==> src/hw/rtl/tss_pkg.sv <==
`default_nettype none
// ----------------------------------------------------------------------------
// tss_pkg
// shared constants, register codes and types of the threshold spike snipper
// ----------------------------------------------------------------------------
package tss_pkg;

  // defaults of the top-level parameters
  localparam int unsigned RING_DEPTH_DEF = 128;
  localparam int unsigned MAX_WINDOW_DEF = 64;

  // snippet command queue between scanner and readout
  localparam int unsigned QUEUE_DEPTH = 2;

  // field widths
  localparam int unsigned TICK_W     = 32;
  localparam int unsigned SAMPLE_W   = 16;
  localparam int unsigned THR_W      = 16;
  localparam int unsigned WLEN_W     = 7;
  localparam int unsigned ALIGN_W    = 6;
  localparam int unsigned CNT_W      = 32;
  localparam int unsigned CFG_IDX_W  = 2;
  localparam int unsigned CFG_DATA_W = 16;

  // register indexes
  localparam logic [CFG_IDX_W-1:0] REG_THRESHOLD    = 2'd0;
  localparam logic [CFG_IDX_W-1:0] REG_WINDOW_LEN   = 2'd1;
  localparam logic [CFG_IDX_W-1:0] REG_ALIGN_OFFSET = 2'd2;

  // register reset values
  localparam logic signed [THR_W-1:0] THRESHOLD_RST = 16'sd0;
  localparam logic [WLEN_W-1:0]       WINDOW_LEN_RST = 7'd32;
  localparam logic [ALIGN_W-1:0]      ALIGN_RST      = 6'd10;

  typedef logic [CNT_W-1:0] cnt_t;

  typedef struct packed {
    logic signed [THR_W-1:0] threshold;
    logic [WLEN_W-1:0]       window_len;
    logic [ALIGN_W-1:0]      align_offset;
  } cfg_t;

  // oldest snippet still waiting to be read out of the ring
  typedef struct packed {
    logic valid;
    cnt_t start;
  } pend_t;

endpackage
`default_nettype wire

==> src/hw/rtl/tss_front.sv <==
`default_nettype none
// ----------------------------------------------------------------------------
// tss_front
// accepts samples into the ring and scans candidate starts for a crossing
// ----------------------------------------------------------------------------
module tss_front #(
  parameter int unsigned RING_DEPTH = tss_pkg::RING_DEPTH_DEF,
  parameter int unsigned MAX_WINDOW = tss_pkg::MAX_WINDOW_DEF
) (
  input  wire logic                                 clk,
  input  wire logic                                 rst_n,
  input  wire tss_pkg::cfg_t                        cfg,
  input  wire logic [$clog2(MAX_WINDOW+1)-1:0]      win_n,
  input  wire tss_pkg::pend_t                       pend,
  input  wire logic                                 in_valid,
  output logic                                      in_ready,
  output logic                                      wr_en,
  output logic [$clog2(RING_DEPTH)-1:0]             wr_addr,
  output logic                                      sa_en,
  output logic [$clog2(RING_DEPTH)-1:0]             sa_addr,
  input  wire logic signed [tss_pkg::SAMPLE_W-1:0]  sa_sample,
  output logic                                      push_valid,
  input  wire logic                                 push_ready,
  output tss_pkg::cnt_t                             push_start,
  output logic [$clog2(RING_DEPTH)-1:0]             push_slot
);
  import tss_pkg::*;

  localparam int unsigned AW = $clog2(RING_DEPTH);
  localparam int unsigned BW = $clog2(RING_DEPTH + 1);

  localparam logic [2:0] F_IDLE = 3'd0;
  localparam logic [2:0] F_CHK  = 3'd1;
  localparam logic [2:0] F_TEST = 3'd2;
  localparam logic [2:0] F_RDB  = 3'd3;
  localparam logic [2:0] F_CMP  = 3'd4;
  localparam logic [2:0] F_PUSH = 3'd5;

  logic [2:0]                 state_r, state_nxt;
  cnt_t                       wcnt_r, wcnt_nxt;
  cnt_t                       rcnt_r, rcnt_nxt;
  logic [AW-1:0]              wpos_r, wpos_nxt;
  logic signed [SAMPLE_W-1:0] a_r;

  cnt_t          lag;
  logic [BW-1:0] back_a;
  logic          accept;
  logic          room;
  logic          hit;
  logic signed [THR_W-1:0] thr;

  // ring slot of the sample lying back entries behind the write position
  function automatic logic [AW-1:0] slot_of(input logic [AW-1:0] wp, input logic [BW-1:0] back);
    logic [BW:0] sum;
    sum = (BW+1)'(wp) + (BW+1)'(RING_DEPTH) - (BW+1)'(back);
    if (sum >= (BW+1)'(RING_DEPTH)) begin
      sum = sum - (BW+1)'(RING_DEPTH);
    end
    return sum[AW-1:0];
  endfunction

  assign lag    = wcnt_r - rcnt_r;
  assign back_a = lag[BW-1:0] - BW'(cfg.align_offset);
  assign thr    = cfg.threshold;

  // a pending snippet start must survive the next write
  assign room     = !pend.valid || ((wcnt_r - pend.start) < CNT_W'(RING_DEPTH));
  assign in_ready = (state_r == F_IDLE) && room;
  assign accept   = in_valid && in_ready;

  assign wr_en   = accept;
  assign wr_addr = wpos_r;

  assign hit = ((thr > 16'sd0) && (a_r <= thr) && (sa_sample > thr)) ||
               ((thr < 16'sd0) && (a_r >= thr) && (sa_sample < thr));

  assign push_start = rcnt_r;
  assign push_slot  = slot_of(wpos_r, lag[BW-1:0]);

  always_comb begin
    state_nxt  = state_r;
    wcnt_nxt   = wcnt_r;
    rcnt_nxt   = rcnt_r;
    wpos_nxt   = wpos_r;
    sa_en      = 1'b0;
    sa_addr    = slot_of(wpos_r, back_a);
    push_valid = 1'b0;
    case (state_r)
      F_IDLE: begin
        if (accept) begin
          wcnt_nxt  = wcnt_r + 1'b1;
          wpos_nxt  = (wpos_r == AW'(RING_DEPTH - 1)) ? '0 : wpos_r + 1'b1;
          state_nxt = F_CHK;
        end
      end
      F_CHK: begin
        if (32'(cfg.align_offset) >= 32'(win_n)) begin
          state_nxt = F_IDLE;
        end else begin
          if (lag > CNT_W'(RING_DEPTH)) begin
            rcnt_nxt = wcnt_r - CNT_W'(RING_DEPTH);
          end
          state_nxt = F_TEST;
        end
      end
      F_TEST: begin
        if (lag > CNT_W'(win_n)) begin
          sa_en     = 1'b1;
          state_nxt = F_RDB;
        end else begin
          state_nxt = F_IDLE;
        end
      end
      F_RDB: begin
        sa_en     = 1'b1;
        sa_addr   = slot_of(wpos_r, back_a - 1'b1);
        state_nxt = F_CMP;
      end
      F_CMP: begin
        if (hit) begin
          state_nxt = F_PUSH;
        end else begin
          rcnt_nxt  = rcnt_r + 1'b1;
          state_nxt = F_TEST;
        end
      end
      F_PUSH: begin
        push_valid = 1'b1;
        if (push_ready) begin
          rcnt_nxt  = rcnt_r + 1'b1;
          state_nxt = F_IDLE;
        end
      end
      default: begin
        state_nxt = F_IDLE;
      end
    endcase
  end

  always_ff @(posedge clk) begin
    if (!rst_n) begin
      state_r <= F_IDLE;
      wcnt_r  <= '0;
      rcnt_r  <= '0;
      wpos_r  <= '0;
    end else begin
      state_r <= state_nxt;
      wcnt_r  <= wcnt_nxt;
      rcnt_r  <= rcnt_nxt;
      wpos_r  <= wpos_nxt;
    end
  end

  // first sample of the pair
  always_ff @(posedge clk) begin
    if (state_r == F_RDB) begin
      a_r <= sa_sample;
    end
  end

  a_scan_lag: assert property (@(posedge clk) disable iff (!rst_n)
    (state_r == F_TEST) |-> ((wcnt_r - rcnt_r) <= CNT_W'(RING_DEPTH)))
    else $error("scan backlog exceeds ring depth");

  a_no_write_in_scan: assert property (@(posedge clk) disable iff (!rst_n)
    (state_r != F_IDLE) |=> (wcnt_r == $past(wcnt_r)) || ($past(state_r) == F_IDLE))
    else $error("ring written during scan");

endmodule
`default_nettype wire

==> config.mk <==
export PLATFORM = sky130hd
export DESIGN_NAME = tss_front
export DESIGN_NICKNAME = d
export VERILOG_FILES = /design/src/hw/rtl/tss_pkg.sv /design/src/hw/rtl/tss_front.sv
export SDC_FILE = /design/constraint.sdc
export NUM_CORES = 1
export LEC_CHECK = 0
export ABC_AREA = 1
export ABC_CLOCK_PERIOD_IN_PS = 12600
export BUFFER_PORTS_ARGS = -buffer_cell sky130_fd_sc_hd__clkbuf_2
export CAP_MARGIN = 15
export CORE_AREA = 2 2 152 266
export CTS_CLUSTER_DIAMETER = 100
export CTS_CLUSTER_SIZE = 10
export DETAILED_ROUTE_END_ITERATION = 10
export DIE_AREA = 0 0 154 268
export SYNTH_ARGS = -nofsm -noshare
export SYNTH_HDL_FRONTEND = slang
export SYNTH_SLANG_ARGS = --single-unit
==> constraint.sdc <==
create_clock -name clk -period 12.6 [get_ports clk]
set_input_delay 2.52 -clock clk [delete_from_list [all_inputs] [get_ports clk]]
set_output_delay 2.52 -clock clk [all_outputs]
set_load 0.1 [all_outputs]
==> flow_summary.ini <==
[run_status]
run_status = complete, no violations

[die]
floorplan.initialDensity_pct = 33.7
std_cell_rows = 96
die_area_um2 = 41300
die_w_um = 154
die_h_um = 268
design.portCount = 146
placeableCoreArea_um2 = 39000

[global_routing]
grt_pass1_vias = 14118
globalRoute.totalOverflow = 0
grt_antenna_before_repair = 0
pin_count_of_the_biggest_net_entering_global_routing = 55
grt_first_pass_wirelength_mm = 71.7
grtUsageTotal_pct = 22.3

[sta]
setup_tns_ns = 0
hold_violations = 0
maxClockFrequency_ghz = 0.113
setup_violations = 0
final.setup_skew_ns = 0.00746
rsz_0062_raised_after_global_routing = no
slew-limit-headroom_pct = 22.0
worst_pin_slew_ns = 1.17
maxSlewViolCount = 0
finalCritPeriodShare_pct = 70.1
final_period_demand_of_the_worst_path_ns = 8.83

[cts]
sinks_on_clock_net = 90
ctsResizeCount = 0
cts.repair_timing.setup_buffer_count = 0
clock_tree.buffer_depth = 2
cts-root-buf = sky130_fd_sc_hd__clkbuf_16
worst_skew_pair.late_latency_ns = 0.37
cts_hold_repair.buffers = 0
clock_tree_from_tritoncts = done
cts_buffers = 9
cts.clk_slew.worst_paths_ns = 0.07
clock_tree.htree_level_count = 3

[place]
finalWeightedCongestion = 0.990
io_buffer_count = 138
post_dp_cell_area_um2 = 14300
detailedPlacementHpwl_mm = 39.2

[cells_and_area]
flow.area_growth_from_synthesis_pct = 11.3
postLayoutCellArea_um2 = 14700
num_antenna_cells = 0
nNetsFinal = 2665
fraction_of_final_layout_cells_sized_beyond_drive_strength_1_pct = 9.07

[critical_path]
worst-endpoint-arrival_ns = 6.31
critPathLaunchType = input port
highest_net_fanout_along_the_worst_path = 42
worst-endpoint-required_ns = 10.08
crit_type = input port to primary output
end_kind = primary output

[synth]
post_synth_and_or_nand_nor_area_fraction_pct = 41.5
synth-seq-area-share_pct = 14.9
yosys_warnings = 0
postSynthRegisterBits = 90
synth.lib_cells_used.distinct = 50
synth_cells = 2332
syn_avg_cell_area_um2 = 5.65
synth_flop_cell = sky130_fd_sc_hd__dfxtp_1
largest_family_of_logic_cells_by_synthesized_area = simple AND/OR/NAND/NOR gates
synth-adder-area-share_pct = 13.0
compound_gate_fraction_of_synth_area_pct = 8.66
synth_area_um2 = 13200
yosys-mux-area-fraction_pct = 0.304
postSynth.asyncResetShare_pct = 0
synth_edf_count = 16
synth.net_count = 2555
synth_xor_xnor_area_share_pct = 6.78

[detailed_routing]
viasPerCell = 4.99
dr_total_vias = 14657
drt-met1-wl_mm = 17.0
drt_pass1_iterations = 5
wl_per_cell_um = 15.9
met3WireLength_mm = 1.57
wl_met2_mm = 24.7
drt_iter0_markers = 778
routed_wl_mm = 46.8
antenna_violating_nets_remaining = 0
highest-signal-layer = met4
post-route-drc-count = 0

[power]
power.density_nw_per_um2 = 189
power.leakage_nw = 8.10
worst_ir_drop_vdd_uv = 186

[flow_run]
drv_cap = 0

[min_path]
min_path_type = flop to flop
kinds of logic after synthesis:
group,count (synthesis)
compound gates,213
xor+xnor,102
fa+ha+maj,134
buf+inv,512
flops,90
mux,4
simple gates,1277
final timing paths:
path | start | end | slack (ns) | cells after the start
hold / removal | push_start[16]$_SDFFE_PN0P_ | push_start[16]$_SDFFE_PN0P_ | 0.49 | 2
setup / recovery | pend[9] | wr_en | 3.77 | 21
hold reg to reg | push_start[16]$_SDFFE_PN0P_ | push_start[16]$_SDFFE_PN0P_ | 0.49 | 2
setup reg to reg | wcnt_r[7]$_SDFFE_PN0P_ | wcnt_r[1]$_SDFFE_PN0P_ | 8.40 | 20
synth_stat cells, types with 4 or more instances:
cell type	instances	area share, %
sky130_fd_sc_hd__buf_2	15	0.57
sky130_fd_sc_hd__nor2_2	13	0.62
sky130_fd_sc_hd__nor4_1	19	0.90
sky130_fd_sc_hd__edfxtp_1	16	3.6
sky130_fd_sc_hd__xor2_1	82	5.5
sky130_fd_sc_hd__a31oi_1	5	0.24
sky130_fd_sc_hd__nand3b_1	11	0.63
sky130_fd_sc_hd__xnor2_1	20	1.3
sky130_fd_sc_hd__fa_1	4	0.61
sky130_fd_sc_hd__inv_1	447	13
sky130_fd_sc_hd__a21oi_1	140	5.3
sky130_fd_sc_hd__nor2_1	204	5.8
sky130_fd_sc_hd__nand4_1	64	3.0
sky130_fd_sc_hd__ha_1	130	12
sky130_fd_sc_hd__o21ai_1	4	0.15
sky130_fd_sc_hd__nand2_1	755	22
sky130_fd_sc_hd__nor3_1	45	1.7
sky130_fd_sc_hd__mux2i_1	4	0.30
sky130_fd_sc_hd__o21a_1	4	0.23
sky130_fd_sc_hd__nand2_2	13	0.62
sky130_fd_sc_hd__dfxtp_1	74	11
sky130_fd_sc_hd__inv_2	11	0.31
sky130_fd_sc_hd__clkbuf_1	31	0.88
sky130_fd_sc_hd__nand3_1	130	4.9
sky130_fd_sc_hd__o21ai_0	42	1.6
sky130_fd_sc_hd__and2_1	4	0.19
sky130_fd_sc_hd__nor3_2	4	0.30
per-layer routing:
layer / vias up / track usage [%]
met1: 6583 / 21.4
met4: 0 / 16.3
met3: 143 / 1.97
li1: 7517 / -
met2: 414 / 43.7
met5: - / 0
power breakdown:
part / leakage [nW] / total, mW / switching, mW / internal (mW)
clock: 0.154 / 0.299 / 0.128 / 0.171
combinational: 7.20 / 2.05 / 1.56 / 0.489
sequential: 0.745 / 0.421 / 0.0766 / 0.344
per-stage QoR:
step | setup slack, ns | hold WS (ns) | instances | power, mW | util [%]
3_3_place_gp | 3.70 | 0.475 | 2921 | 2.45 | 36.7
3_5_place_dp | 3.73 | 0.475 | 2921 | 2.47 | 36.7
6_report | 3.77 | 0.486 | 2937 | 2.77 | 37.5
5_1_grt | 3.41 | 0.520 | 2937 | 2.98 | 37.5
4_1_cts | 3.72 | 0.486 | 2937 | 2.78 | 37.5
2_1_floorplan | 4.10 | 0.486 | 2332 | 2.07 | -
worst max-delay path, stage by stage:
cell                       delay [ns]
sky130_fd_sc_hd__clkbuf_2        0.11
sky130_fd_sc_hd__inv_1           0.05
sky130_fd_sc_hd__ha_1            0.36
sky130_fd_sc_hd__nand2_1         0.19
sky130_fd_sc_hd__inv_1           0.06
sky130_fd_sc_hd__nand2_1         0.06
sky130_fd_sc_hd__nand2_1         0.08
sky130_fd_sc_hd__a21oi_1         0.21
sky130_fd_sc_hd__nand2_1         0.15
sky130_fd_sc_hd__nand2_1         0.10
sky130_fd_sc_hd__nand3_1         0.07
sky130_fd_sc_hd__nand2_1         0.07
sky130_fd_sc_hd__nand2_1         0.05
sky130_fd_sc_hd__inv_1           0.04
sky130_fd_sc_hd__nand2_1         0.04
sky130_fd_sc_hd__nor2_1          0.18
sky130_fd_sc_hd__nand3_1         0.20
sky130_fd_sc_hd__nand2_4         0.40
sky130_fd_sc_hd__nand3_4         0.54
sky130_fd_sc_hd__inv_2           0.28
sky130_fd_sc_hd__clkbuf_2        0.52
cell type report:
class	instances	area (um^2)
Tap cell	490	613
Multi-Input combinational cell	1730	9250
Inverter	460	1730
Fill cell	4359	24400
Timing Repair Buffer	151	788
Clock buffer	12	268
Sequential cell	90	1960
Clock inverter	4	47.5
registers in the layout, indices dropped and copies added, names as in the netlist:
name        flops
state_r         3
wr_addr         7
push_start     32
a_r            16
wcnt_r         32
cell usage in the layout (no fill, tap or decap), drive strengths merged:
master and n:
xnor2 20, o211ai 3, o22ai 2, or2 1
nand4 64, nand3 134, a32oi 1, dfxtp 74
a41oi 1, nor4 20, o31ai 1, clkinvlp 1
buf 13, and3 2, o21a 4, a31oi 5
and2 5, xor2 82, edfxtp 16, nor2 219
nor3b 2, fa 4, a22oi 2, o21bai 3
nand2 770, o21ai 46, a21oi 144, clkinv 4
bufinv 1, clkbuf 150, nor3 49, nand3b 11
mux2i 4, inv 458, ha 130, a21boi 1
Power figures use the tool's default switching activity.
