`src/hw/rtl/tss_pkg.sv`:
```
`default_nettype none
// ----------------------------------------------------------------------------
// tss_pkg
// shared constants, register codes and types of the threshold spike snipper
// ----------------------------------------------------------------------------
package tss_pkg;

  // defaults of the top-level parameters
  localparam int unsigned RING_DEPTH_DEF = 128;
  localparam int unsigned MAX_WINDOW_DEF = 64;

  // snippet command queue between scanner and readout
  localparam int unsigned QUEUE_DEPTH = 2;

  // field widths
  localparam int unsigned TICK_W     = 32;
  localparam int unsigned SAMPLE_W   = 16;
  localparam int unsigned THR_W      = 16;
  localparam int unsigned WLEN_W     = 7;
  localparam int unsigned ALIGN_W    = 6;
  localparam int unsigned CNT_W      = 32;
  localparam int unsigned CFG_IDX_W  = 2;
  localparam int unsigned CFG_DATA_W = 16;

  // register indexes
  localparam logic [CFG_IDX_W-1:0] REG_THRESHOLD    = 2'd0;
  localparam logic [CFG_IDX_W-1:0] REG_WINDOW_LEN   = 2'd1;
  localparam logic [CFG_IDX_W-1:0] REG_ALIGN_OFFSET = 2'd2;

  // register reset values
  localparam logic signed [THR_W-1:0] THRESHOLD_RST = 16'sd0;
  localparam logic [WLEN_W-1:0]       WINDOW_LEN_RST = 7'd32;
  localparam logic [ALIGN_W-1:0]      ALIGN_RST      = 6'd10;

  typedef logic [CNT_W-1:0] cnt_t;

  typedef struct packed {
    logic signed [THR_W-1:0] threshold;
    logic [WLEN_W-1:0]       window_len;
    logic [ALIGN_W-1:0]      align_offset;
  } cfg_t;

  // oldest snippet still waiting to be read out of the ring
  typedef struct packed {
    logic valid;
    cnt_t start;
  } pend_t;

endpackage
`default_nettype wire

```
`src/hw/rtl/tss_queue.sv`:
```
`default_nettype none
// ----------------------------------------------------------------------------
// tss_queue
// short fifo of snippet commands from scanner to readout
// ----------------------------------------------------------------------------
module tss_queue #(
  parameter int unsigned WIDTH = 32,
  parameter int unsigned DEPTH = tss_pkg::QUEUE_DEPTH
) (
  input  wire logic             clk,
  input  wire logic             rst_n,
  input  wire logic             push_valid,
  output logic                  push_ready,
  input  wire logic [WIDTH-1:0] push_data,
  output logic                  pop_valid,
  input  wire logic             pop_ready,
  output logic [WIDTH-1:0]      pop_data
);
  import tss_pkg::*;

  localparam int unsigned PW = $clog2(DEPTH);
  localparam int unsigned CW = $clog2(DEPTH + 1);

  logic [WIDTH-1:0] mem [DEPTH];
  logic [PW-1:0]    wptr_r, rptr_r;
  logic [CW-1:0]    count_r;
  logic             do_push, do_pop;

  assign push_ready = (count_r != CW'(DEPTH));
  assign pop_valid  = (count_r != '0);
  assign pop_data   = mem[rptr_r];
  assign do_push    = push_valid && push_ready;
  assign do_pop     = pop_valid && pop_ready;

  always_ff @(posedge clk) begin
    if (do_push) begin
      mem[wptr_r] <= push_data;
    end
  end

  always_ff @(posedge clk) begin
    if (!rst_n) begin
      wptr_r  <= '0;
      rptr_r  <= '0;
      count_r <= '0;
    end else begin
      if (do_push) begin
        wptr_r <= (wptr_r == PW'(DEPTH - 1)) ? '0 : wptr_r + 1'b1;
      end
      if (do_pop) begin
        rptr_r <= (rptr_r == PW'(DEPTH - 1)) ? '0 : rptr_r + 1'b1;
      end
      if (do_push && !do_pop) begin
        count_r <= count_r + 1'b1;
      end else if (do_pop && !do_push) begin
        count_r <= count_r - 1'b1;
      end
    end
  end

  a_count_bound: assert property (@(posedge clk) disable iff (!rst_n)
    count_r <= CW'(DEPTH))
    else $error("queue count above depth");

  a_ptr_track: assert property (@(posedge clk) disable iff (!rst_n)
    (count_r == '0) |-> (wptr_r == rptr_r))
    else $error("queue pointers disagree while empty");

endmodule
`default_nettype wire

```
`config.mk`:
```
export PLATFORM = sky130hd
export DESIGN_NAME = tss_queue
export DESIGN_NICKNAME = d
export VERILOG_FILES = /design/src/hw/rtl/tss_pkg.sv /design/src/hw/rtl/tss_queue.sv
export SDC_FILE = /design/constraint.sdc
export NUM_CORES = 1
export LEC_CHECK = 0
export ABC_AREA = 1
export BUFFER_PORTS_ARGS = -buffer_cell sky130_fd_sc_hd__buf_2
export CAP_MARGIN = 10
export CORE_MARGIN = 5
export CORE_UTILIZATION = 25
export CTS_BUF_LIST = sky130_fd_sc_hd__clkbuf_4 sky130_fd_sc_hd__clkbuf_8 sky130_fd_sc_hd__clkbuf_16
export DETAILED_ROUTE_END_ITERATION = 7
export GPL_ROUTABILITY_DRIVEN = 1
export PLACE_DENSITY_LB_ADDON = 0.3
export SETUP_SLACK_MARGIN = 0.05
export SLEW_MARGIN = 20
export SYNTH_ARGS = -nofsm -noshare
export SYNTH_HDL_FRONTEND = slang
export SYNTH_SLANG_ARGS = --single-unit
```
`constraint.sdc`:
```
create_clock -name clk -period 2.2 [get_ports clk]
set_input_delay 0.22 -clock clk [delete_from_list [all_inputs] [get_ports clk]]
set_output_delay 0.22 -clock clk [all_outputs]
set_load 0.005 [all_outputs]
```
==> results_dict.tcl, run 1 <==
set metrics [dict create \
    finalSetupTns_ps 0 \
    ys_ff_latch 69 \
    initial_core_util 0.2521 \
    clockBufferDepth 2 \
    fill_cells 1110 \
    dieHeight_um 114.1 \
    overflow 0 \
    ys_seq_area_frac 0.7464 \
    vias 1389 \
    cts_tree "built" \
    hp-class "in2reg" \
    fin_ws_ps 477.3 \
    antenna_found_initial 0 \
    placed_area_um2 3219 \
    grt_use_total 0.08108 \
    gp_congestion 0.7165 \
    setup_viol 0 \
    hpwl_um 3334 \
    die_width_um 114.1 \
    antenna_cells 0 \
    first_global_vias 1519 \
    period_share 0.7830 \
    cts_root_buf "clkbuf_8" \
    route.detailed.drc 0 \
    via_per_inst 3.816 \
    drv_cap 0 \
    routedWlPerCell_um 13.30 \
    synth_warnings 0 \
    leakage_nw 1.336 \
    cp-start-kind "flip-flop" \
    drive_gt1_frac 0.5670 \
    status "finished clean" \
    crit_fanout 19 \
    syn-instance-count 137 \
    power.density_nw_per_um2 1037 \
    worstPathArrival_ps 1500 \
    skew_ps 7.626 \
    fin_area_um2 3386 \
    syn_area_um2 2709 \
    pwr-share-comb 0.266 \
    ant_nets 0 \
    syn_area_per_cell_um2 19.77 \
    hold_buffers 0 \
    numPortBuffers 69 \
    nNetsFinal 256 \
    post_cts_buffers 0 \
    hold_ws_ps 73.10 \
    power.internal_mw 2.550 \
    period_minus_slack_ps 1723 \
    design.die.area_um2 13020 \
    first_pass_iters 3 \
    syn_nets 174 \
    rsz0062_at_grt "no" \
    cts.sinks 69 \
    clock_latency_ps 330 \
    syn_to_final_growth_pct 24.99 \
    drv_slew 0 \
    top_level_ports 70 \
    worst_slew_pin_slew_ps 360.7 \
    post-place-ws_ps 767.1 \
    finalHoldViolCount 0 \
    max_slew_margin 0.7596 \
    power.switching_fraction 0.2737 \
    required_ps 1980 \
    drt_iter0_drc 67 \
    p_switching_uw 960.8 \
    clkPwrFrac 0.244 \
    numCtsBuffers 9 \
    coreArea_um2 10750 \
    clk_pin_slew_worst_paths_ps 70 \
    critical_path_class "reg2out" \
    grt_pass1_wl_um 7755 \
    num_rows 38 \
    power_frac_seq 0.489 \
    cts_max_level 3 \
    irDropWorstVdd_v 0.0004787 \
    grt_max_degree 20 \
    yosysUniqueCellTypes 17 \
    timing.fmax_mhz 580.5 \
    ctsResizeCount 0 \
    end_kind "primary output" \
    routed_wl_um 4840 \
]
## Yosys cell counts (all sizes together)
| library cell | count | share of area |
|---|---|---|
| nand3 | 1 | 0.0018 |
| ha | 1 | 0.0046 |
| nand4 | 1 | 0.0023 |
| dfxtp | 5 | 0.037 |
| nor2 | 8 | 0.011 |
| mux2 | 32 | 0.17 |
| edfxtp | 64 | 0.71 |
| inv | 8 | 0.011 |
| o21a | 1 | 0.0028 |
| o21ai | 2 | 0.0037 |
| nand2 | 9 | 0.013 |
| buf | 4 | 0.026 |
| a21oi | 1 | 0.0018 |
## routing by layer
metal,GRT usage,vias up,wire (um)
met5,0,-,0
met4,0.04751,0,102
met3,0.02907,10,332
met2,0.1233,43,2391
met1,0.09899,663,2014
li1,-,673,-
## layout by cell type (no fill, tap or decap), types with 2 or more instances in the layout
master	instances
buf_2	69
nor2_1	6
mux2_4	30
mux2_2	2
edfxtp_1	64
clkinvlp_4	2
buf_4	6
o21ai_0	2
nor2_4	2
dfxtp_1	4
clkinv_2	3
clkbuf_8	9
inv_1	7
nand2_1	8
## kinds of logic (layout without fill, tap and decap cells)
kind of cell    Yosys count  in the layout  share of synthesized area
buf+inv                  12             99                    0.03741
simple gates             19             19                    0.02864
mux                      32             32                     0.1746
fa+ha+maj                 1              1                   0.004618
flops                    69             69                     0.7464
compound gates            4              4                   0.008313
## worst paths after layout
check                                   start            to  slack [ps]  cells past startpoint
worst min register to register         rptr_r        rptr_r         510                      2
worst min-delay path            push_data[25]    mem[0][25]          70                      1
worst max-delay path                flip-flop  pop_data[12]         480                      3
worst max register to register     count_r[0]    count_r[1]         760                     10
## stage by stage
step | total power [mW] | utilization | std cells
after CTS | 3.607 | 0.3151 | 364
final | 3.511 | 0.3151 | 364
after floorplan | 2.402 | - | 137
after detailed placement | 2.720 | 0.2996 | 348
after global routing | 3.764 | 0.3151 | 364
after global placement | 2.702 | 0.2996 | 348
## cell type report
type / instances / area [um^2] / share of cell area
Inverter: 8 / 30.03 / 0.008869
Sequential cell: 69 / 2023 / 0.5976
Clock inverter: 7 / 42.54 / 0.01256
Clock buffer: 9 / 123.9 / 0.03659
Timing Repair Buffer: 75 / 390.4 / 0.1153
Tap cell: 140 / 175.2 / 0.05174
Multi-Input combinational cell: 56 / 600.6 / 0.1774
## worst max-delay path, stage by stage (launching register included)
cell and delay, ps:
dfxtp_2 320, buf_4 330, mux2_2 390, buf_2 130
## power groups by stage
| stage | sequential (mW) | clock (mW) | combinational [mW] |
|---|---|---|---|
| 2_1_floorplan | 1.74 | 0 | 0.662 |
| 3_3_place_gp | 1.74 | 0 | 0.963 |
| 3_5_place_dp | 1.75 | 0 | 0.972 |
| 4_1_cts | 1.72 | 0.913 | 0.975 |
| 5_1_grt | 1.74 | 0.982 | 1.05 |
| 6_report | 1.72 | 0.858 | 0.936 |
## state kept, by name (all words and copies together) (netlist names), named ones only
register	count
count_r	2
wptr_r	1
rptr_r	1
mem	64
Power figures use the tool's default switching activity.
==> run 2: changes to the inputs <==
--- a/config.mk
+++ b/config.mk
@@ -5,7 +5,7 @@
 export SDC_FILE = /design/constraint.sdc
 export NUM_CORES = 1
 export LEC_CHECK = 0
-export ABC_AREA = 1
+export ABC_AREA = 0
 export BUFFER_PORTS_ARGS = -buffer_cell sky130_fd_sc_hd__buf_2
 export CAP_MARGIN = 10
 export CORE_MARGIN = 5
==> constraint.sdc (replaced) <==
create_clock -name clk -period 1.65 [get_ports clk]
set_input_delay 0.165 -clock clk [delete_from_list [all_inputs] [get_ports clk]]
set_output_delay 0.165 -clock clk [all_outputs]
set_load 0.005 [all_outputs]
==> run 2 against run 1 <==
Effect of this change: first-iteration DRC count is 33% lower; clock power is 70% higher; register-to-register slack worse by 680 ps; clock-buffer cell count is the same; largest power group unchanged.
==> results_dict.tcl, run 2 <==
set metrics [dict create \
    leakage_nw 1.282 \
    reg.largest.list "mem x64, count_r x2" \
    critical_path_class "reg2reg" \
    synth_ff_type "edfxtp_1" \
    synth-edff-count 64 \
    routedWlPerCell_um 14.42 \
    gp_congestion 0.7029 \
    via_per_inst 3.972 \
    use_met2 0.1383 \
    drv_cap 0 \
    cts.sinks 69 \
    endpoint "count_r[1]" \
    num_rows 36 \
    synth.area.top_cells "edfxtp_1 (75%), mux2_2 (13%), dfxtp_1 (3.9%), and2_1 (0.98%), buf_4 (0.88%)" \
    vias 1410 \
    grt_pass1_wl_um 7997 \
    grt_use_total 0.08637 \
    nNetsFinal 255 \
    ys_ff_latch 69 \
    skew_ps 6.814 \
    reg2reg_from "count_r[0]" \
    setup_viol 0 \
    totalPowerFinal_mw 5.007 \
    numCtsBuffers 9 \
    critPathLaunch "count_r[0]" \
    rsz0062_at_grt "yes" \
    cts_tree "built" \
    synth_most_common_cell "edfxtp_1" \
    r2r-end "count_r[1]" \
    hp-class "in2reg" \
    dieHeight_um 111.0 \
    grt_busiest_layer "met2" \
    timing.fmax_mhz 638.7 \
    finalSetupTns_ps 0 \
    route.detailed.drc 0 \
    die_width_um 111.0 \
    syn_to_final_growth_pct 36.73 \
    cp-start-kind "flip-flop" \
    first_global_vias 1514 \
    use_met1 0.09775 \
    hpwl_um 3164 \
    worst_slew_pin_slew_ps 208.4 \
    mostFrequentLayoutCell "buf_2" \
    design.die.area_um2 12330 \
    synth_top_area_frac 0.7533 \
    mostFrequentLayoutCells "buf_2 (69), edfxtp_1 (64), mux2_2 (30)" \
    synthArstFlopShare 0 \
    cts_root_buf "clkbuf_8" \
    drv_slew 0 \
    first_pass_iters 2 \
    irDropWorstVdd_v 0.0005018 \
    initial_core_util 0.2586 \
    status "finished clean" \
    grt_max_degree 33 \
    syn_nets 161 \
    top_register "mem" \
    worstPathArrival_ps 1830 \
    drt_iter0_drc 45 \
    ant_nets 0 \
    fin_area_um2 3488 \
    required_ps 1910 \
    routed_wl_um 5119 \
    grt_util_met3 0.03985 \
    ys_seq_area_frac 0.7925 \
    coreArea_um2 9864 \
    synth_top_area_cell "edfxtp_1" \
    period_minus_slack_ps 1566 \
    r2r_slack_ps 80 \
    top_level_ports 70 \
    power.density_nw_per_um2 1435 \
    synth_warnings 0 \
    yosysUniqueCellTypes 21 \
    end_kind "flip-flop" \
    period_share 0.9489 \
    crit_fanout 5 \
    placed_area_um2 3102 \
    syn-instance-count 124 \
    hold_ws_ps 22.59 \
    clockBufferDepth 2 \
    overflow 0 \
    syn_area_per_cell_um2 20.57 \
    clk_pin_slew_worst_paths_ps 70 \
    syn_area_um2 2551 \
    rr_worst_depth 5 \
    clock_latency_ps 340 \
    antenna_cells 0 \
    numPortBuffers 69 \
    finalHoldViolCount 0 \
    drive_gt1_frac 0.5676 \
    cts_max_level 3 \
    synthTopCellsByCount "edfxtp_1 (64), mux2_2 (30), dfxtp_1 (5)" \
    max_slew_margin 0.8601 \
    antenna_found_initial 0 \
    largest_reg_flops 64 \
    post_cts_buffers 0 \
]
[run 2: critical path: stages, from the launching register on]
cell,delay [ps]
dfxtp_2,350
nand2b_4,160
and2_1,160
ha_1,330
or3_1,350
a21boi_1,140
[run 2: repair_timing]
item	4_1_cts	5_1_grt
hold endpoints to repair	20	5
setup endpoints to repair	32	16
gates resized for setup	3	2
cloned	1	0
hold buffers	11	3
pin swaps	0	0
[run 2: where the power goes]
group | switching [mW] | internal, mW | total [mW]
logic | 0.560 | 0.701 | 1.26
registers | 0.0893 | 2.20 | 2.29
clock network | 0.617 | 0.842 | 1.46
[run 2: cell families after synthesis]
kind of cell | after synthesis | synth area share
compound gates | 5 | 0.01373
xor+xnor | 3 | 0.01030
fa+ha+maj | 1 | 0.004904
buf+inv | 5 | 0.01177
flops | 69 | 0.7925
mux | 32 | 0.1412
simple gates | 9 | 0.02551
[run 2: routing by layer]
| metal | share of wire | up-vias | wire [um] |
|---|---|---|---|
| li1 | - | 668 | - |
| met1 | 0.43 | 691 | 2187 |
| met2 | 0.49 | 44 | 2486 |
| met3 | 0.068 | 7 | 350 |
| met4 | 0.018 | 0 | 94 |
| met5 | 0 | - | 0 |
[run 2: area by class of cell]
class	count	area, um^2
clock buffer	9	123.9
multi-input combinational	50	500.5
timing repair buffer	87	573.1
fill	943	6376
tap	133	166.4
clock inverter	6	88.84
sequential	69	2028
inverter	1	7.507
[run 2: worst min-delay path by stage]
stage | slack (ps) | to | depth (start not counted) | startpoint
after detailed placement | 360 | mem[0][12] | 1 | push_data[12]
final | 20 | mem[0][12] | 1 | push_data[12]
after floorplan | 260 | mem[0][0] | 0 | push_data[0]
after global routing | 0.1 | mem[0][13] | 1 | push_data[13]
after global placement | 360 | mem[0][26] | 1 | push_data[26]
after CTS | 0.2 | mem[1][6] | 1 | push_data[6]
[run 2: stage by stage]
stage | utilization | setup WS, ps | instances
floorplan | - | 163.8 | 124
CTS | 0.3503 | 51.13 | 352
global route | 0.3536 | 30.38 | 355
detailed placement | 0.3144 | 69.05 | 325
finish | 0.3536 | 84.34 | 355
global placement | 0.3144 | 139.4 | 325
