--- src/hw/rtl/tss_pkg.sv ---
`default_nettype none
// ----------------------------------------------------------------------------
// tss_pkg
// shared constants, register codes and types of the threshold spike snipper
// ----------------------------------------------------------------------------
package tss_pkg;

  // defaults of the top-level parameters
  localparam int unsigned RING_DEPTH_DEF = 128;
  localparam int unsigned MAX_WINDOW_DEF = 64;

  // snippet command queue between scanner and readout
  localparam int unsigned QUEUE_DEPTH = 2;

  // field widths
  localparam int unsigned TICK_W     = 32;
  localparam int unsigned SAMPLE_W   = 16;
  localparam int unsigned THR_W      = 16;
  localparam int unsigned WLEN_W     = 7;
  localparam int unsigned ALIGN_W    = 6;
  localparam int unsigned CNT_W      = 32;
  localparam int unsigned CFG_IDX_W  = 2;
  localparam int unsigned CFG_DATA_W = 16;

  // register indexes
  localparam logic [CFG_IDX_W-1:0] REG_THRESHOLD    = 2'd0;
  localparam logic [CFG_IDX_W-1:0] REG_WINDOW_LEN   = 2'd1;
  localparam logic [CFG_IDX_W-1:0] REG_ALIGN_OFFSET = 2'd2;

  // register reset values
  localparam logic signed [THR_W-1:0] THRESHOLD_RST = 16'sd0;
  localparam logic [WLEN_W-1:0]       WINDOW_LEN_RST = 7'd32;
  localparam logic [ALIGN_W-1:0]      ALIGN_RST      = 6'd10;

  typedef logic [CNT_W-1:0] cnt_t;

  typedef struct packed {
    logic signed [THR_W-1:0] threshold;
    logic [WLEN_W-1:0]       window_len;
    logic [ALIGN_W-1:0]      align_offset;
  } cfg_t;

  // oldest snippet still waiting to be read out of the ring
  typedef struct packed {
    logic valid;
    cnt_t start;
  } pend_t;

endpackage
`default_nettype wire

--- src/hw/rtl/tss_back.sv ---
`default_nettype none
// ----------------------------------------------------------------------------
// tss_back
// reads one snippet out of the ring per command, one beat a cycle unless out_ready stalls it
// ----------------------------------------------------------------------------
module tss_back #(
  parameter int unsigned RING_DEPTH = tss_pkg::RING_DEPTH_DEF,
  parameter int unsigned MAX_WINDOW = tss_pkg::MAX_WINDOW_DEF
) (
  input  wire logic                                 clk,
  input  wire logic                                 rst_n,
  input  wire logic [$clog2(MAX_WINDOW+1)-1:0]      win_n,
  input  wire logic                                 cmd_valid,
  output logic                                      cmd_ready,
  input  wire tss_pkg::cnt_t                        cmd_start,
  input  wire logic [$clog2(RING_DEPTH)-1:0]        cmd_slot,
  output tss_pkg::pend_t                            busy,
  output logic                                      rb_en,
  output logic [$clog2(RING_DEPTH)-1:0]             rb_addr,
  input  wire logic [tss_pkg::TICK_W-1:0]           rb_tick,
  input  wire logic signed [tss_pkg::SAMPLE_W-1:0]  rb_sample,
  output logic                                      out_valid,
  input  wire logic                                 out_ready,
  output logic [tss_pkg::TICK_W-1:0]                out_tick,
  output logic signed [tss_pkg::SAMPLE_W-1:0]       out_sample,
  output logic                                      out_last
);
  import tss_pkg::*;

  localparam int unsigned AW = $clog2(RING_DEPTH);
  localparam int unsigned NW = $clog2(MAX_WINDOW + 1);

  logic                       active_r;
  logic [AW-1:0]              slot_r;
  logic [NW-1:0]              remaining_r;
  cnt_t                       start_r;
  logic                       s1_valid_r, s1_last_r;
  logic                       out_valid_r, out_last_r;
  logic [TICK_W-1:0]          out_tick_r;
  logic signed [SAMPLE_W-1:0] out_sample_r;

  logic advance, issue, load;

  assign advance   = !out_valid_r || out_ready;
  assign issue     = active_r && (!s1_valid_r || advance);
  assign cmd_ready = !active_r;
  assign load      = cmd_valid && cmd_ready;

  assign rb_en   = issue;
  assign rb_addr = slot_r;

  assign busy.valid = active_r;
  assign busy.start = start_r;

  always_ff @(posedge clk) begin
    if (!rst_n) begin
      active_r    <= 1'b0;
      s1_valid_r  <= 1'b0;
      out_valid_r <= 1'b0;
    end else begin
      if (load) begin
        active_r <= 1'b1;
      end else if (issue && (remaining_r == NW'(1))) begin
        active_r <= 1'b0;
      end
      if (issue) begin
        s1_valid_r <= 1'b1;
      end else if (advance) begin
        s1_valid_r <= 1'b0;
      end
      if (advance) begin
        out_valid_r <= s1_valid_r;
      end
    end
  end

  always_ff @(posedge clk) begin
    if (load) begin
      slot_r      <= cmd_slot;
      remaining_r <= win_n;
      start_r     <= cmd_start;
    end else if (issue) begin
      slot_r      <= (slot_r == AW'(RING_DEPTH - 1)) ? '0 : slot_r + 1'b1;
      remaining_r <= remaining_r - 1'b1;
    end
    if (issue) begin
      s1_last_r <= (remaining_r == NW'(1));
    end
    if (advance && s1_valid_r) begin
      out_tick_r   <= rb_tick;
      out_sample_r <= rb_sample;
      out_last_r   <= s1_last_r;
    end
  end

  assign out_valid  = out_valid_r;
  assign out_tick   = out_tick_r;
  assign out_sample = out_sample_r;
  assign out_last   = out_last_r;

  a_load_nonempty: assert property (@(posedge clk) disable iff (!rst_n)
    load |=> (remaining_r != '0))
    else $error("empty snippet loaded");

endmodule
`default_nettype wire

--- config.mk ---
export PLATFORM = sky130hd
export DESIGN_NAME = tss_back
export DESIGN_NICKNAME = d
export VERILOG_FILES = /design/src/hw/rtl/tss_pkg.sv /design/src/hw/rtl/tss_back.sv
export SDC_FILE = /design/constraint.sdc
export NUM_CORES = 1
export LEC_CHECK = 0
export ABC_CLOCK_PERIOD_IN_PS = 3100
export BUFFER_PORTS_ARGS = -buffer_cell sky130_fd_sc_hd__buf_2
export CORE_MARGIN = 3
export CORE_UTILIZATION = 40
export CTS_BUF_LIST = sky130_fd_sc_hd__clkbuf_8 sky130_fd_sc_hd__clkbuf_16
export CTS_CLUSTER_SIZE = 28
export DETAILED_ROUTE_END_ITERATION = 7
export PLACE_DENSITY = 0.76
export SETUP_SLACK_MARGIN = 0.3
export SLEW_MARGIN = 15
export SYNTH_ARGS = -nofsm -noshare
export SYNTH_HDL_FRONTEND = slang
export SYNTH_SLANG_ARGS = --single-unit
--- constraint.sdc ---
create_clock -name clk -period 3.1 [get_ports clk]
set_clock_uncertainty 0.05 [all_clocks]
set_input_delay 0.465 -clock clk [delete_from_list [all_inputs] [get_ports clk]]
set_output_delay 0.465 -clock clk [all_outputs]
set_load 0.01 [all_outputs]
==> flow_summary_export.csv, run 1 <==
group,metric,value,unit
run_status,outcome,"completed",
place,placed_cells,474,
global_route,grt_use_total,15.2,%
cts,cts_tree,"yes",
floorplanning,die_h,98.6,µm
layout,fillers,668,
synth,ys_async_sr_fraction,0,%
detailed_routing,wire_per_inst,15.8,µm
timing,max_freq,0.514,GHz
global_route,overflow,0,
hold_path,hold_class,"primary input to flip-flop",
worst_setup_path,path_buf_inv,2,
synth,syn_inst,181,
worst_setup_path,cp.required,3.10,ns
global_route,antenna_found_initial,0,
detailed_routing,drt_first_pass_iters,4,
layout,antennaDiodeCount,0,
synth,ys.flop_type,"edfxtp_1",
cts,cts_resized,0,
power,p_leak,2.01,nW
place,dp_hpwl,6070,µm
timing,setup_viol,0,
place,dp_slack,0.920,ns
floorplanning,std_cell_rows,33,
layout,drive_above_1_share,54.8,%
synth,syn_area,3430,µm²
detailed_routing,drc,0,
global_route,grt_pass1_wl,11200,µm
timing,period_share,62.8,%
worst_setup_path,startpoint_type,"flip-flop",
cts,postCtsHoldBufs,0,
flow_run,drv_cap,0,
cts,clk_pin_slew,0.11,ns
global_route,grt_pass1_vias,2226,
worst_setup_path,cp_top_family,"buffers and inverters",
cts,root_buffer,"clkbuf_8",
timing,tns,0,ns
timing,tightestPinTransition,0.586,ns
synth,synth_cell_types,38,
worst_setup_path,end_kind,"flip-flop",
worst_setup_path,arrival,1.94,ns
cts,htreeDepth,3,
detailed_routing,drt-total-wl,7720,µm
place,placed_area,4510,µm²
layout,final_cell_mix,"189 x buf_2, 96 x edfxtp_1, 16 x nand2_1",
worst_setup_path,crit_path_max_fanout,31,
floorplanning,core_area,8260,µm²
synth,ys_warn_count,0,
cts,numCtsBuffers,9,
floorplanning,ioPinCount,190,
timing,setup_slack,1.15,ns
floorplanning,start_util,41.5,%
detailed_routing,viasPerCell,4.62,
power,power_density,599,nW/µm²
layout,multi_input_area,449,µm²
layout,fin_util,57.5,%
floorplanning,die_area,9710,µm²
floorplanning,die_x,98.6,µm
synth,yosysSeqAreaShare,85.9,%
cts,clock_sinks,99,
cts,clk_path_buf_depth,2,
synth,synth_seq_cells,99,
worst_setup_path,cpMaxStageDelayCell,"inv_2",
global_route,grt_max_degree,50,
detailed_routing,drt-initial-drc-count,98,
worst_setup_path,critPathKind,"flip-flop to flip-flop",
detailed_routing,ant_nets,0,
place,routabilityCongestion,0.769,
synth,synth_edf_count,96,
layout,layout_commonest_cell,"buf_2",
layout,final_area,4750,µm²
layout,area_growth,38.6,%
synth,syn_nets,282,
layout,fin_nets,481,
timing,fin_crit,1.95,ns
timing,slew_violations,0,
cts,post_cts_buffers,0,
layout,final-seq-area,2940,µm²
place,io_buffers,189,
worst_setup_path,max_stage_delay,0.43,ns
layout,final_cell_count_no_fill,490,
timing,rsz0062_at_grt,"false",
power,peakVddDrop,0.272,mV
detailed_routing,via_count,2266,
synth,synth.avg_cell_area,18.9,µm²
timing,hold_viol,0,
timing,relSlewSlack,61.0,%
cts,clk_latency,0.35,ns
worst_setup_path,crit_chain,"or2b_2 > inv_2 > buf_4",
## cells by family after synthesis
logic type,after synthesis,share of synthesized area [%]
buffers and inverters,10,1.24
xor gates and xnor gates,5,1.28
adders and majority gates,3,1.10
DFF,99,85.9
AOI/OAI and AO/OA,19,3.69
and+or+nand+nor,45,6.83
## cell type report
class | count | share of cell area [%]
inverter | 7 | 0.553
clock buffer | 9 | 2.61
multi-input combinational | 72 | 9.45
timing repair buffer | 191 | 20.2
tap | 105 | 2.77
sequential | 99 | 61.9
clock inverter | 7 | 2.45
## Yosys cell counts, drive strengths merged, types with 2 or more instances
cell	number	share of area, %
dfxtp	3	1.8
o21ai	5	0.73
or3	2	0.51
nor2	8	0.88
nand2b	2	0.37
nor3	2	0.29
buf	2	0.37
a21oi	2	0.29
ha	3	1.1
nand4	2	0.37
edfxtp	96	84
nand2	16	1.8
o31ai	3	0.66
a31oi	2	0.37
o21a	2	0.44
nand3	3	0.44
xnor2	4	1.0
inv	7	0.77
nor2b	2	0.37
## final timing paths
path / cells after the start / end / start / slack [ns]
hold / removal: 1 / start_r[11]$_DFFE_PP_ / cmd_start[11] / 0.22
setup / recovery: 3 / start_r[5]$_DFFE_PP_ / active_r$_SDFFE_PN0P_ / 1.15
hold reg to reg: 0 / out_last$_DFFE_PP_ / s1_last_r$_DFFE_PP_ / 0.39
setup reg to reg: 3 / start_r[5]$_DFFE_PP_ / active_r$_SDFFE_PN0P_ / 1.15
## where the power goes
part / switching (mW) / leakage (nW) / internal [mW]
Combinational: 0.156 / 0.957 / 0.130
Clock: 0.468 / 0.121 / 0.477
Sequential: 0.0437 / 0.932 / 1.57
## routing by layer
metal	track usage, %	up-vias	share of wire, %
met4	5.99	0	1.4
li1	-	1087	-
met1	17.7	1059	39
met5	0	-	0
met3	5.45	12	8.7
met2	25.6	108	51
## flip-flops by register name (all words and copies together), names as in the netlist
register	flops
out_valid	1
start_r	32
out_last	1
out_sample	16
active_r	1
remaining_r	7
s1_valid_r	1
out_tick	32
s1_last_r	1
rb_addr	7
## stage by stage
step           hold slack [ns]  total power, mW
2_1_floorplan            0.350             1.78
3_3_place_gp             0.362             1.92
3_5_place_dp             0.371             1.94
4_1_cts                  0.200             2.89
5_1_grt                  0.194             2.97
6_report                 0.220             2.85
(Power assumes the default switching activity.)
==> run 2, diff against run 1 <==
Settings changed: ABC_CLOCK_PERIOD_IN_PS 3100 to 1600.
Clock period 3.1 ns to 1.6 ns, I/O delays scaled along.
==> flow_summary_export.csv, run 2 (synthesis gave the netlist of run 1 again) <==
group,metric,value,unit
timing,slew_violations,0,
flow_run,drv_cap,0,
cts,clk_latency,0.36,ns
floorplanning,die_area,9710,µm²
power,switchingPower,1.52,mW
cts,htreeDepth,3,
layout,area_growth,73.0,%
timing,period_share,95.3,%
layout,final_cell_mix,"185 x buf_2, 96 x edfxtp_1, 71 x dlygate4sd3_1",
timing,rsz0062_at_grt,"true",
detailed_routing,drt-total-wl,11100,µm
floorplanning,die_h,98.6,µm
global_route,grt_max_degree,36,
timing,fin_crit,1.52,ns
layout,fillers,551,
worst_setup_path,cpMaxStageDelayCell,"edfxtp_1",
cts,cts_tree,"yes",
power,p_comb_share,17.5,%
detailed_routing,via_count,2814,
cts,clk_pin_slew,0.10,ns
worst_setup_path,path_buf_inv,0,
layout,final_cell_count_no_fill,587,
timing,max_freq,0.656,GHz
place,placed_area,4590,µm²
worst_setup_path,reg2reg_depth,3,
cts,clk_path_buf_depth,2,
floorplanning,start_util,41.5,%
worst_setup_path,max_stage_delay,0.42,ns
worst_setup_path,timing.rr.end,"remaining_r[6]$_DFFE_PP_",
timing,tns,0,ns
timing,hold_viol,0,
floorplanning,core_area,8260,µm²
global_route,grt_pass1_wl,14800,µm
worst_setup_path,reg2reg_setup_slack,0.08,ns
hold_path,hold_class,"primary input to flip-flop",
worst_setup_path,crit_chain,"or3_4 > or4_1 > nand3_1",
layout,antennaDiodeCount,0,
worst_setup_path,critPathKind,"flip-flop to flip-flop",
power,p_leak,2.49,nW
worst_setup_path,startpoint_type,"flip-flop",
global_route,antenna_found_initial,0,
power,seqPwrFrac,53.1,%
floorplanning,std_cell_rows,33,
worst_setup_path,end_kind,"flip-flop",
timing,setup_slack,0.0752,ns
power,internal_power,4.37,mW
layout,fin_util,71.8,%
place,placed_cells,478,
power,switching_share,25.8,%
floorplanning,ioPinCount,190,
detailed_routing,viasPerCell,4.79,
power,peakVddDrop,0.463,mV
worst_setup_path,crit_path_max_fanout,3,
cts,root_buffer,"clkbuf_8",
layout,layout_commonest_cell,"buf_2",
layout,drive_above_1_share,54.1,%
floorplanning,die_x,98.6,µm
worst_setup_path,cp.required,1.78,ns
global_route,grt_pass1_vias,2771,
global_route,overflow,0,
worst_setup_path,critPathCapture,"remaining_r[6]$_DFFE_PP_",
place,dp_slack,0.0747,ns
worst_setup_path,cp.depth,3,
timing,setup_viol,0,
cts,numCtsBuffers,9,
place,io_buffers,189,
place,dp_hpwl,6510,µm
cts,clock_sinks,99,
detailed_routing,wire_per_inst,18.9,µm
detailed_routing,drt_first_pass_iters,4,
layout,fin_nets,578,
worst_setup_path,cp_top_family,"simple AND/OR/NAND/NOR gates",
timing,hold_ws,0.0193,ns
power,p_total,5.90,mW
place,routabilityCongestion,0.751,
worst_setup_path,startpoint,"remaining_r[4]$_DFFE_PP_",
layout,final_area,5930,µm²
worst_setup_path,arrival,1.70,ns
detailed_routing,drt-initial-drc-count,140,
global_route,grt_use_total,20.0,%
run_status,outcome,"completed",
worst_setup_path,timing.rr.start,"remaining_r[4]$_DFFE_PP_",
timing,relSlewSlack,80.3,%
detailed_routing,drc,0,
timing,tightestPinTransition,0.291,ns
power,power_density,994,nW/µm²
power,clockPowerShare,29.4,%
detailed_routing,ant_nets,0,
## run 2: cell types whose count changed in the layout (fill, tap and decap cells not counted), moves of 3 or more
| cell | delta |
|---|---|
| o21ai_1 | +3 |
| buf_12 | +3 |
| dlygate4sd3_1 | +71 |
| buf_4 | +14 |
| buf_6 | +10 |
| o31ai_1 | -3 |
| buf_2 | -4 |
| o21ai_0 | -3 |
| inv_1 | -3 |
| dfxtp_2 | +3 |
| dfxtp_1 | -3 |
## run 2: power by group through the flow
| stage | Clock, mW | Combinational [mW] | Sequential (mW) |
|---|---|---|---|
| finish | 1.73 | 1.03 | 3.13 |
| global route | 1.88 | 1.10 | 3.15 |
| CTS | 1.75 | 0.880 | 3.12 |
| detailed placement | 0 | 0.613 | 3.18 |
| global placement | 0 | 0.594 | 3.17 |
| floorplan | 0 | 0.217 | 3.24 |
## run 2: worst register-to-register path, stage by stage (launching register included)
cell      delay, ns
edfxtp_1       0.42
or3_4          0.42
or4_1          0.41
nand3_1        0.09
## run 2: repair_timing
item                                   in CTS  in global routing
endpoints found under the hold margin      55                 16
pin swaps                                  13                 12
setup buffers                              16                  3
setup endpoints to repair                 105                 69
hold buffers                               55                 16
gates cloned                                2                  1
gates resized for setup                    25                 24
## run 2: area by class of cell
class / instances / area (µm²) / share of cell area, %
Clock buffer: 9 / 124 / 2.09
Multi-Input combinational cell: 73 / 614 / 10.4
Timing Repair Buffer: 287 / 1980 / 33.4
Tap cell: 105 / 131 / 2.22
Clock inverter: 7 / 96.3 / 1.63
Inverter: 7 / 33.8 / 0.570
Sequential cell: 99 / 2950 / 49.7
## run 2: how the worst min path moves through the flow
stage / startpoint / to / slack, ns / cells past startpoint
floorplan: rb_sample[0] / out_sample[0]$_DFFE_PP_ / 0.29 / 0
global placement: s1_last_r$_DFFE_PP_ / out_last$_DFFE_PP_ / 0.36 / 0
detailed placement: s1_last_r$_DFFE_PP_ / out_last$_DFFE_PP_ / 0.36 / 0
CTS: cmd_start[10] / start_r[10]$_DFFE_PP_ / 0.0006 / 1
global route: cmd_start[10] / start_r[10]$_DFFE_PP_ / -0.002 / 1
finish: rb_tick[16] / out_tick[16]$_DFFE_PP_ / 0.02 / 1
## run 2: layer usage
layer / GRT usage, % / up-vias / part of all wire, %
met4: 7.35 / 0 / 1.8
li1: - / 1284 / -
met5: 0 / - / 0
met1: 21.9 / 1368 / 34
met2: 36.7 / 146 / 56
met3: 5.73 / 16 / 7.3
